<file path="src/rtl/core/itar_pkg.sv">
package itar_pkg;

  localparam int DEF_VALUE_BITS = 32;
  localparam int DEF_MAX_DIGITS = 32;

  // quotient bits resolved per divider cycle
  localparam int DIV_BITS = 8;

  localparam int RADIX_W = 6;
  localparam int DIGIT_W = 6;
  localparam int CHAR_W  = 7;

  localparam logic [RADIX_W-1:0] RADIX_MIN = 6'd2;
  localparam logic [RADIX_W-1:0] RADIX_MAX = 6'd36;
  localparam logic [RADIX_W-1:0] RADIX_DEC = 6'd10;
  localparam logic [DIGIT_W-1:0] DIGIT_DEC_MAX = 6'd9;

  localparam logic [CHAR_W-1:0] CHAR_ZERO  = 7'h30;
  localparam logic [CHAR_W-1:0] CHAR_A     = 7'h61;
  localparam logic [CHAR_W-1:0] CHAR_MINUS = 7'h2d;

  typedef enum logic [2:0] {
    ST_IDLE,
    ST_DIVIDE,
    ST_FETCH,
    ST_SIGN,
    ST_EMIT
  } state_t;

  typedef struct packed {
    logic load;
    logic div_step;
    logic fetch;
    logic emit_sign;
    logic emit_digit;
  } cmd_t;

  typedef struct packed {
    logic step_last;
    logic more;
    logic sign_pending;
    logic idx_zero;
  } sts_t;

  function automatic logic [CHAR_W-1:0] digit_char(input logic [DIGIT_W-1:0] d);
    logic [CHAR_W-1:0] c;
    if (d > DIGIT_DEC_MAX) begin
      c = CHAR_A + CHAR_W'(d) - CHAR_W'(RADIX_DEC);
    end else begin
      c = CHAR_ZERO + CHAR_W'(d);
    end
    return c;
  endfunction

endpackage

</file>
<file path="src/rtl/core/itar_ram.sv">
module itar_ram #(
  parameter int WIDTH = 6,
  parameter int DEPTH = 32
) (
  input  logic                     clk,
  input  logic                     we,
  input  logic [$clog2(DEPTH)-1:0] waddr,
  input  logic [WIDTH-1:0]         wdata,
  input  logic                     re,
  input  logic [$clog2(DEPTH)-1:0] raddr,
  output logic [WIDTH-1:0]         rdata
);

  logic [WIDTH-1:0] mem [DEPTH];

  always_ff @(posedge clk) begin
    if (we) begin
      mem[waddr] <= wdata;
    end
    if (re) begin
      rdata <= mem[raddr];
    end
  end

endmodule

</file>
<file path="src/rtl/core/itar_dp.sv">
module itar_dp #(
  parameter int VALUE_BITS = itar_pkg::DEF_VALUE_BITS,
  parameter int MAX_DIGITS = itar_pkg::DEF_MAX_DIGITS
) (
  input  logic                               clk,
  input  logic                               rst,
  input  itar_pkg::cmd_t                     cmd,
  output itar_pkg::sts_t                     sts,
  input  logic signed [VALUE_BITS-1:0]       value,
  input  logic [itar_pkg::RADIX_W-1:0]       radix,
  output logic                               strobe,
  output logic [itar_pkg::CHAR_W-1:0]        character,
  output logic                               last
);

  localparam int STEPS    = (VALUE_BITS + itar_pkg::DIV_BITS - 1) / itar_pkg::DIV_BITS;
  localparam int PAD_BITS = STEPS * itar_pkg::DIV_BITS;
  localparam int STEP_W   = (STEPS > 1) ? $clog2(STEPS) : 1;
  localparam int CNT_W    = $clog2(MAX_DIGITS + 1);
  localparam int ADDR_W   = $clog2(MAX_DIGITS);
  localparam int DW       = itar_pkg::DIGIT_W;

  logic [PAD_BITS-1:0]          quot;
  logic [PAD_BITS-1:0]          quot_next;
  logic [DW-1:0]                rem;
  logic [itar_pkg::RADIX_W-1:0] radix_r;
  logic [itar_pkg::RADIX_W-1:0] radix_clamp;
  logic [STEP_W-1:0]            step;
  logic [CNT_W-1:0]             count;
  logic [CNT_W:0]               cnt_inc;
  logic [ADDR_W-1:0]            idx;
  logic                         neg;
  logic                         neg_in;
  logic [VALUE_BITS-1:0]        mag;
  logic [itar_pkg::DIV_BITS-1:0] qbits;
  logic [DW-1:0]                r_acc;
  logic [DW:0]                  trial;
  logic [ADDR_W-1:0]            cnt_m1;
  logic [ADDR_W-1:0]            idx_m1;
  logic [ADDR_W-1:0]            raddr;
  logic                         ram_re;
  logic                         ram_we;
  logic [DW-1:0]                rdata;

  // clamp the radix and fold a negative decimal value into its magnitude
  always_comb begin
    priority if (radix < itar_pkg::RADIX_MIN) begin
      radix_clamp = itar_pkg::RADIX_MIN;
    end else if (radix > itar_pkg::RADIX_MAX) begin
      radix_clamp = itar_pkg::RADIX_MAX;
    end else begin
      radix_clamp = radix;
    end
    neg_in = (radix_clamp == itar_pkg::RADIX_DEC) && value[VALUE_BITS-1];
    mag    = neg_in ? (~$unsigned(value) + 1'b1) : $unsigned(value);
  end

  // restoring division, DIV_BITS quotient bits per cycle, msb first
  always_comb begin
    r_acc = rem;
    qbits = '0;
    trial = '0;
    for (int i = 0; i < itar_pkg::DIV_BITS; i++) begin
      trial = {r_acc, quot[PAD_BITS-1-i]};
      if (trial >= {1'b0, radix_r}) begin
        r_acc = DW'(trial - {1'b0, radix_r});
        qbits[itar_pkg::DIV_BITS-1-i] = 1'b1;
      end else begin
        r_acc = trial[DW-1:0];
      end
    end
    quot_next = (quot << itar_pkg::DIV_BITS) | PAD_BITS'(qbits);
  end

  assign cnt_inc = {1'b0, count} + 1'b1;
  assign cnt_m1  = ADDR_W'(count - 1'b1);
  assign idx_m1  = idx - 1'b1;

  assign sts.step_last    = (step == STEP_W'(STEPS - 1));
  assign sts.more         = (quot_next != '0) && (cnt_inc < (CNT_W + 1)'(MAX_DIGITS));
  assign sts.sign_pending = neg && (count < CNT_W'(MAX_DIGITS));
  assign sts.idx_zero     = (idx == '0);

  always_ff @(posedge clk) begin
    if (rst) begin
      rem     <= '0;
      radix_r <= itar_pkg::RADIX_MIN;
      step    <= '0;
      count   <= '0;
      neg     <= 1'b0;
    end else if (cmd.load) begin
      rem     <= '0;
      radix_r <= radix_clamp;
      step    <= '0;
      count   <= '0;
      neg     <= neg_in;
    end else if (cmd.div_step) begin
      if (sts.step_last) begin
        rem   <= '0;
        step  <= '0;
        count <= CNT_W'(cnt_inc);
      end else begin
        rem  <= r_acc;
        step <= step + 1'b1;
      end
    end
  end

  always_ff @(posedge clk) begin
    if (cmd.load) begin
      quot <= PAD_BITS'(mag);
    end else if (cmd.div_step) begin
      quot <= quot_next;
    end
    if (cmd.fetch) begin
      idx <= cnt_m1;
    end else if (cmd.emit_digit) begin
      idx <= idx_m1;
    end
  end

  assign ram_we = cmd.div_step && sts.step_last;
  assign ram_re = cmd.fetch || cmd.emit_digit;
  assign raddr  = cmd.fetch ? cnt_m1 : idx_m1;

  itar_ram #(
    .WIDTH (DW),
    .DEPTH (MAX_DIGITS)
  ) u_digit_ram (
    .clk   (clk),
    .we    (ram_we),
    .waddr (count[ADDR_W-1:0]),
    .wdata (r_acc),
    .re    (ram_re),
    .raddr (raddr),
    .rdata (rdata)
  );

  always_ff @(posedge clk) begin
    if (rst) begin
      strobe <= 1'b0;
    end else begin
      strobe <= cmd.emit_sign || cmd.emit_digit;
    end
  end

  always_ff @(posedge clk) begin
    if (cmd.emit_sign) begin
      character <= itar_pkg::CHAR_MINUS;
      last      <= 1'b0;
    end else if (cmd.emit_digit) begin
      character <= itar_pkg::digit_char(rdata);
      last      <= sts.idx_zero;
    end
  end

  a_count_bound: assert property (@(posedge clk) disable iff (rst)
    count <= CNT_W'(MAX_DIGITS))
    else $error("digit count beyond buffer depth");

  a_rem_below_radix: assert property (@(posedge clk) disable iff (rst)
    rem < radix_r)
    else $error("partial remainder not below radix");

  a_load_clears: assert property (@(posedge clk) disable iff (rst)
    cmd.load |=> (count == '0) && (step == '0) && (rem == '0))
    else $error("conversion did not start from a clean state");

  a_gap_after_last: assert property (@(posedge clk) disable iff (rst)
    (strobe && last) |=> !strobe)
    else $error("character issued right after the final one");

endmodule

</file>
<file path="src/rtl/core/itar_ctrl.sv">
module itar_ctrl (
  input  logic           clk,
  input  logic           rst,
  input  logic           start,
  input  itar_pkg::sts_t sts,
  output itar_pkg::cmd_t cmd,
  output logic           busy
);

  itar_pkg::state_t state;
  itar_pkg::state_t state_next;

  always_ff @(posedge clk) begin
    if (rst) begin
      state <= itar_pkg::ST_IDLE;
    end else begin
      state <= state_next;
    end
  end

  always_comb begin
    state_next = state;
    cmd        = '0;
    busy       = 1'b1;
    unique case (state)
      itar_pkg::ST_IDLE: begin
        busy = 1'b0;
        if (start) begin
          cmd.load   = 1'b1;
          state_next = itar_pkg::ST_DIVIDE;
        end
      end
      itar_pkg::ST_DIVIDE: begin
        cmd.div_step = 1'b1;
        // keep dividing until the quotient runs out or the buffer fills
        if (sts.step_last && !sts.more) begin
          state_next = itar_pkg::ST_FETCH;
        end
      end
      itar_pkg::ST_FETCH: begin
        cmd.fetch  = 1'b1;
        state_next = sts.sign_pending ? itar_pkg::ST_SIGN : itar_pkg::ST_EMIT;
      end
      itar_pkg::ST_SIGN: begin
        cmd.emit_sign = 1'b1;
        state_next    = itar_pkg::ST_EMIT;
      end
      itar_pkg::ST_EMIT: begin
        cmd.emit_digit = 1'b1;
        if (sts.idx_zero) begin
          state_next = itar_pkg::ST_IDLE;
        end
      end
      default: begin
        state_next = itar_pkg::ST_IDLE;
      end
    endcase
  end

endmodule

</file>
<file path="src/rtl/core/integer_to_ascii_radix_core.sv">
// Integer to ASCII text in a radix from 2 to 36.
// Request channel: drive value and radix and raise start; the request is
// taken at a clock edge where start is high and busy is low. busy stays high
// until the last character has been issued.
// Result channel: one character per strobe cycle, most significant first,
// with last set on the final character. Digits above nine are 'a' to 'z'.
// Radix 10 with a negative value gives a leading '-'; any other radix reads
// the bit pattern as unsigned. Radix below 2 acts as 2, above 36 as 36.
// Each digit takes a full pass of the shared remainder divider over the
// running quotient, which resolves 8 quotient bits per cycle. Characters
// leave one per cycle from a registered read of the digit buffer.
// The receiver cannot stall: each strobe lasts exactly one cycle.
// Reset returns the controller to idle and drops strobe; no clearing pass.
module integer_to_ascii_radix_core #(
  parameter int VALUE_BITS = itar_pkg::DEF_VALUE_BITS,
  parameter int MAX_DIGITS = itar_pkg::DEF_MAX_DIGITS
) (
  input  logic                         clk,
  input  logic                         rst,
  input  logic                         start,
  output logic                         busy,
  input  logic signed [VALUE_BITS-1:0] value,
  input  logic [itar_pkg::RADIX_W-1:0] radix,
  output logic                         strobe,
  output logic [itar_pkg::CHAR_W-1:0]  character,
  output logic                         last
);

  itar_pkg::cmd_t cmd;
  itar_pkg::sts_t sts;

  itar_ctrl u_ctrl (
    .clk   (clk),
    .rst   (rst),
    .start (start),
    .sts   (sts),
    .cmd   (cmd),
    .busy  (busy)
  );

  itar_dp #(
    .VALUE_BITS (VALUE_BITS),
    .MAX_DIGITS (MAX_DIGITS)
  ) u_dp (
    .clk       (clk),
    .rst       (rst),
    .cmd       (cmd),
    .sts       (sts),
    .value     (value),
    .radix     (radix),
    .strobe    (strobe),
    .character (character),
    .last      (last)
  );

endmodule

</file>
<file path="config.mk">
export PLATFORM = sky130hd
export DESIGN_NAME = integer_to_ascii_radix_core
export DESIGN_NICKNAME = d
export VERILOG_FILES = /design/src/rtl/core/itar_pkg.sv /design/src/rtl/core/itar_ram.sv /design/src/rtl/core/itar_dp.sv /design/src/rtl/core/itar_ctrl.sv /design/src/rtl/core/integer_to_ascii_radix_core.sv
export SDC_FILE = /design/constraint.sdc
export NUM_CORES = 1
export LEC_CHECK = 0
export ABC_AREA = 1
export BUFFER_PORTS_ARGS = -buffer_cell sky130_fd_sc_hd__buf_2
export CELL_PAD_IN_SITES_DETAIL_PLACEMENT = 1
export CELL_PAD_IN_SITES_GLOBAL_PLACEMENT = 1
export CORE_ASPECT_RATIO = 0.6
export CORE_UTILIZATION = 25
export CTS_CLUSTER_DIAMETER = 80
export CTS_CLUSTER_SIZE = 14
export DETAILED_ROUTE_END_ITERATION = 10
export PLACE_DENSITY_LB_ADDON = 0.1
export SKIP_LAST_GASP = 1
export SYNTH_ARGS = -nofsm -noshare
export SYNTH_HDL_FRONTEND = slang
export SYNTH_SLANG_ARGS = --single-unit
</file>
<file path="constraint.sdc">
create_clock -name clk -period 16.14 [get_ports clk]
set_clock_uncertainty 0.1 [all_clocks]
set_input_delay 1.614 -clock clk [delete_from_list [all_inputs] [get_ports clk]]
set_output_delay 1.614 -clock clk [all_outputs]
set_load 0.02 [all_outputs]
</file>
==> impl_metrics.json, run 1 <==
{
  "chipWidth_um": 314,
  "place_hpwl_mm": 35.4,
  "stdcell_area_um2": 16600,
  "overall_die_height_um": 189,
  "seq_area_frac_synth": 0.530,
  "yosys.cell_types.count": 54,
  "drv_cap": 0,
  "dp_slack_ns": 0.614,
  "maximum_number_of_pins_on_one_net_before_global_route_repair": 71,
  "grt_antenna_before_repair": 2,
  "overflow": 0,
  "dr.pass1.iters": 5,
  "start_kind": "register",
  "grt_first_pass_wirelength_mm": 75.0,
  "detail_route.vias_per_cell": 4.79,
  "drt_first_iter_violations": 849,
  "final.fill_count": 6677,
  "synth_area_um2": 14600,
  "synth.net_count": 1628,
  "synth_seq_cells": 268,
  "numCtsBuffers": 25,
  "layout.nets": 1678,
  "number_of_warnings_printed_during_yosys_synthesis": 0,
  "fmaxAchievable_ghz": 0.0687,
  "syn_avg_cell_area_um2": 9.60,
  "critPathMaxStageDelay_ns": 0.46,
  "area_growth_pct": 13.8,
  "crit_path_end_kind": "register",
  "setup_viol_count_final": 0,
  "vias": 11300,
  "final_report_max_slew_violation_count": 0,
  "cts_htree_levels": 1,
  "final_common_cell": "nand2_1",
  "layout-drive-gt1-share": 0.101,
  "detail-route-antenna-nets": 0,
  "critPathRequiredTime_ns": 16.36,
  "final.min_clock_period_ns": 14.55,
  "hold_class": "register to register",
  "post-route-worst-setup-slack_ns": 1.59,
  "cpMaxStageDelayCell": "dfxtp_4",
  "timing.setup.tns_ns": 0,
  "tightestPinTransition_ns": 1.17,
  "final_hold_viol_count": 0,
  "cp_data_arrival_time_ns": 14.77,
  "design.portCount": 51,
  "timing.setup.critical_path_class": "register to register",
  "routability_driven_placement_congestion_ratio": 0.842,
  "antenna_cells_inserted": 0,
  "num_rows": 68,
  "clock_latency_reported_for_the_late_side_of_the_worst_skew_pair_ns": 0.57,
  "outcome": "complete, no violations",
  "cts_max_path_buffers": 3,
  "wl_per_cell_um": 21.3,
  "netlist_instances": 1518,
  "most_frequent_cells_in_the_layout": "242 x nand2_1, 235 x edfxtp_1, 200 x nor2_1",
  "port_buffers": 50,
  "groute.usage.overall": 0.169,
  "cts.repair_timing.setup_buffer_count": 0,
  "finish.utilization": 0.288,
  "worst_path_most_repeated_cell": "nand2_1",
  "clk_root_buffer_cell": "clkbuf_16",
  "worstPathMaxFanout": 32,
  "postPlaceCellArea_um2": 15800,
  "remaining_drc_errors": 0,
  "clkSinkCount": 268,
  "grt_setup_unrepaired": "false",
  "wl_final_mm": 50.1,
  "coreArea_um2": 57500,
  "fin_crit_sh": 0.901,
  "multi_input_area_um2": 6130,
  "initial_core_util": 0.253,
  "floorplan.die_area_um2": 59300,
  "slew_headroom": 0.213,
  "via_count_of_the_first_global_routing_pass": 11200,
  "clk_pin_slew_worst_paths_ns": 0.07,
  "clock_tree_from_tritoncts": "done",
  "seqCellArea_um2": 7720
}
## synthesized netlist by cell type (all sizes together)
master	count	share of area
o41ai	1	0.00060
a31o	1	0.00060
o21a	5	0.0026
ha	61	0.052
nand2	256	0.070
a211oi	2	0.0010
nand4	15	0.0064
o22ai	25	0.011
o211ai	10	0.0052
a311oi	5	0.0030
buf	5	0.0036
inv	138	0.036
xnor2	23	0.014
xor2	41	0.025
dfxtp	33	0.045
o221ai	26	0.016
a21o	1	0.00052
a32o	1	0.00069
fa	8	0.011
edfxtp	235	0.48
nor4	8	0.0034
nand3b	2	0.0010
or3	1	0.00043
o21ai	175	0.061
o32ai	2	0.0012
a221oi	1	0.00060
a41oi	2	0.0012
a21boi	1	0.00052
nor2	210	0.059
and2	5	0.0021
o31ai	3	0.0015
o21bai	2	0.0010
or2	3	0.0013
nand3	77	0.034
clkbuf	48	0.012
a31oi	14	0.0060
clkinv	3	0.00077
nor3	18	0.0065
a21oi	51	0.019
## final timing paths
check	startpoint	to	slack, ns	cells after the start
setup / recovery	u_dp.radix_r[1]	u_dp.u_digit_ram.mem[17][0]	1.59	85
hold / removal	u_dp.character[4]	u_dp.character[4]	0.35	2
setup reg to reg	u_dp.radix_r[1]	u_dp.u_digit_ram.mem[17][0]	1.59	85
hold reg to reg	u_dp.character[4]	u_dp.character[4]	0.35	2
## per-stage QoR
step | hold slack (ns) | cells
final | 0.352 | 2356
after global routing | 0.391 | 2356
after CTS | 0.362 | 2356
after detailed placement | 0.351 | 2311
after global placement | 0.344 | 2311
after floorplan | 0.329 | 1518
## critical path, delay by kind of cell (launching register included)
kind	cells	cell delay, ns
adders and majority gates	8	2.57
buffers and inverters	13	1.66
AOI/OAI and AO/OA	29	5.14
DFF	1	0.46
and+or+nand+nor	35	4.30
## cells by family after synthesis
group           count (synthesis)  share of synthesized area
simple gates                  595                      0.184
fa+ha+maj                      69                     0.0634
buf+inv                       194                     0.0523
xor+xnor                       64                     0.0385
flops                         268                      0.530
compound gates                328                      0.132
## per-layer routing
metal / GRT usage / vias up / share of wire / wire [µm]
met2: 0.211 / 174 / 0.36 / 18000
li1: - / 5408 / - / -
met4: 0.0191 / 0 / 0.010 / 512
met1: 0.294 / 5681 / 0.59 / 29800
met5: 0 / - / 0 / 0
met3: 0.0248 / 32 / 0.036 / 1790
## layout make-up
cell class / instances / share of cell area
well taps: 770 / 0.0581
multi-input cells: 1056 / 0.370
clock buffers: 39 / 0.0409
flip-flops and latches: 268 / 0.466
clock inverters: 6 / 0.00574
repair buffers: 76 / 0.0280
inverters: 141 / 0.0319
## flip-flops by register name, summed over array words and instances, names as in the netlist, 3 cells and up
signal                  count
u_dp.radix_r                6
u_dp.rem                    6
u_dp.character              7
u_dp.count                  6
u_dp.idx                    5
u_dp.u_digit_ram.mem      192
u_dp.quot                  32
u_dp.u_digit_ram.rdata      6
u_ctrl.state                3
## repair_timing
action / in CTS / in global routing
hold buffers: 0 / 0
endpoints found under the setup margin: 0 / 201
gates resized for setup: 0 / 11
Power of run 1 is left out: the tool's default activity adds up to more than one toggle a clock period on the data nets, which glitch-free logic cannot reach.
==> run 2, diff against run 1 <==
CORE_UTILIZATION = 49   (was 25)
CTS_BUF_LIST = sky130_fd_sc_hd__clkbuf_16   (was default)
==> impl_metrics.json, run 2 (synthesized netlist as in run 1, its figures left out) <==
{
  "outcome": "complete, no violations",
  "layout.nets": 1672,
  "overall_die_height_um": 136,
  "clkSinkCount": 268,
  "num_rows": 48,
  "crit_path_end_kind": "register",
  "clock_tree_from_tritoncts": "done",
  "holdPathStages": 2,
  "numCtsBuffers": 23,
  "layout-drive-gt1-share": 0.0982,
  "start_kind": "register",
  "remaining_drc_errors": 0,
  "floorplan.die_area_um2": 30400,
  "timing.setup.critical_path_class": "register to register",
  "grt_first_pass_wirelength_mm": 65.9,
  "clk_pin_slew_worst_paths_ns": 0.07,
  "coreArea_um2": 29000,
  "critPathRequiredTime_ns": 16.32,
  "cpMaxStageDelayCell": "ha_2",
  "design.portCount": 51,
  "final_common_cell": "nand2_1",
  "grt_most_used_layer": "met1",
  "grt_antenna_before_repair": 2,
  "detail_route.vias_per_cell": 5.80,
  "clock_latency_reported_for_the_late_side_of_the_worst_skew_pair_ns": 0.54,
  "clk_root_buffer_cell": "clkbuf_16",
  "antenna_cells_inserted": 0,
  "routability_driven_placement_congestion_ratio": 0.900,
  "initial_core_util": 0.502,
  "fin_crit_sh": 0.934,
  "seqCellArea_um2": 7720,
  "grt_util_met2": 0.403,
  "grt_use_met3": 0.0590,
  "worst_path_most_repeated_cell": "nand2_1",
  "worstPathMaxFanout": 32,
  "groute.usage.overall": 0.283,
  "fmaxAchievable_ghz": 0.0664,
  "biggestRegsByFlops": "u_dp.u_digit_ram.mem: 192 flops, u_dp.quot: 32 flops, u_dp.character: 7 flops",
  "grt.met1_usage": 0.447,
  "wl_final_mm": 42.5,
  "port_buffers": 50,
  "timing.rr.end": "u_dp.u_digit_ram.mem[24][5]",
  "maximum_number_of_pins_on_one_net_before_global_route_repair": 81,
  "vias": 11500,
  "stdcell_area_um2": 16000,
  "final.fill_count": 3317,
  "cp_data_arrival_time_ns": 15.25,
  "final_report_max_slew_violation_count": 0,
  "largest-register": "u_dp.u_digit_ram.mem",
  "detail-route-antenna-nets": 0,
  "place_hpwl_mm": 30.4,
  "largest_register_ff_count": 192,
  "area_growth_pct": 9.70,
  "drt_first_iter_violations": 1022,
  "hold_class": "register to register",
  "cts_htree_levels": 1,
  "most_frequent_cells_in_the_layout": "242 x nand2_1, 235 x edfxtp_1, 200 x nor2_1",
  "cts_max_path_buffers": 3,
  "slew_headroom": 0.145,
  "tightestPinTransition_ns": 1.27,
  "wl_per_cell_um": 21.5,
  "ff2ff_setup_slack_ns": 1.07,
  "postPlaceCellArea_um2": 15300,
  "drv_cap": 0,
  "final_hold_viol_count": 0,
  "min_delay_worst_endpoint": "u_dp.character[4]",
  "via_count_of_the_first_global_routing_pass": 11400,
  "crit-reg2reg-launch": "u_dp.radix_r[2]",
  "setup_viol_count_final": 0,
  "overflow": 0,
  "dr.pass1.iters": 5,
  "final.min_clock_period_ns": 15.07,
  "chipWidth_um": 225,
  "rr_worst_depth": 84,
  "worst_hold_launch": "u_dp.character[4]",
  "multi_input_area_um2": 6140,
  "critPathMaxStageDelay_ns": 0.50
}
[run 2: changes by cell type in the layout (fill, tap and decap cells not counted), sizes merged]
cell	change
clkbuf	-16
inv	+13
buf	-4
clkinvlp	+2
bufinv	-1
clkinv	-1
[run 2: worst max-delay path, delay by kind of cell (launching register included)]
family | cells | cell delay, ns
flip-flops | 1 | 0.35
AO/OA/AOI/OAI | 29 | 5.37
buffers and inverters | 12 | 1.78
adder cells (fa/ha/maj) | 8 | 2.79
AND/OR/NAND/NOR | 35 | 4.40
[run 2: worst max path at each step]
stage / startpoint / slack [ns] / endpoint / cells past startpoint
finish: u_dp.radix_r[2] / 1.07 / u_dp.u_digit_ram.mem[24][5] / 84
global route: u_dp.radix_r[2] / -0.02 / u_dp.u_digit_ram.mem[27][5] / 84
CTS: u_dp.radix_r[1] / 0.27 / u_dp.u_digit_ram.mem[17][2] / 81
detailed placement: u_dp.radix_r[1] / -0.07 / u_dp.u_digit_ram.mem[3][2] / 81
global placement: u_dp.radix_r[1] / 1.05 / u_dp.u_digit_ram.mem[15][2] / 81
floorplan: u_dp.radix_r[1] / 2.36 / u_dp.u_digit_ram.mem[0][1] / 85
[run 2: cell type report]
| cell class | instances | area share |
|---|---|---|
| Clock inverter | 19 | 0.00556 |
| Tap cell | 400 | 0.0313 |
| Multi-Input combinational cell | 1056 | 0.384 |
| Sequential cell | 268 | 0.483 |
| Clock buffer | 23 | 0.0360 |
| Timing Repair Buffer | 72 | 0.0262 |
| Inverter | 141 | 0.0336 |
[run 2: stage by stage]
step / setup WS [ns] / setup TNS (ns) / instances / hold WS [ns] / utilization
after global routing: -0.0192 / -0.386 / 1979 / 0.392 / 0.551
after floorplan: 2.36 / 0 / 1518 / 0.329 / -
final: 1.07 / 0 / 1979 / 0.350 / 0.551
after CTS: 0.271 / 0 / 1976 / 0.354 / 0.549
after global placement: 1.05 / 0 / 1934 / 0.334 / 0.526
after detailed placement: -0.0696 / -2.13 / 1934 / 0.342 / 0.526
[run 2: timing repair]
item | in CTS | in global routing
pin swaps | 0 | 1
setup buffers | 0 | 3
gates resized for setup | 1 | 11
hold buffers | 0 | 0
endpoints found under the setup margin | 32 | 201
[run 2: per-layer routing]
layer	vias up	share of wire
met5	-	0.00019
met4	2	0.0081
met3	32	0.078
met2	353	0.40
met1	5709	0.51
li1	5389	-
Power of run 2 is left out for the same reason.
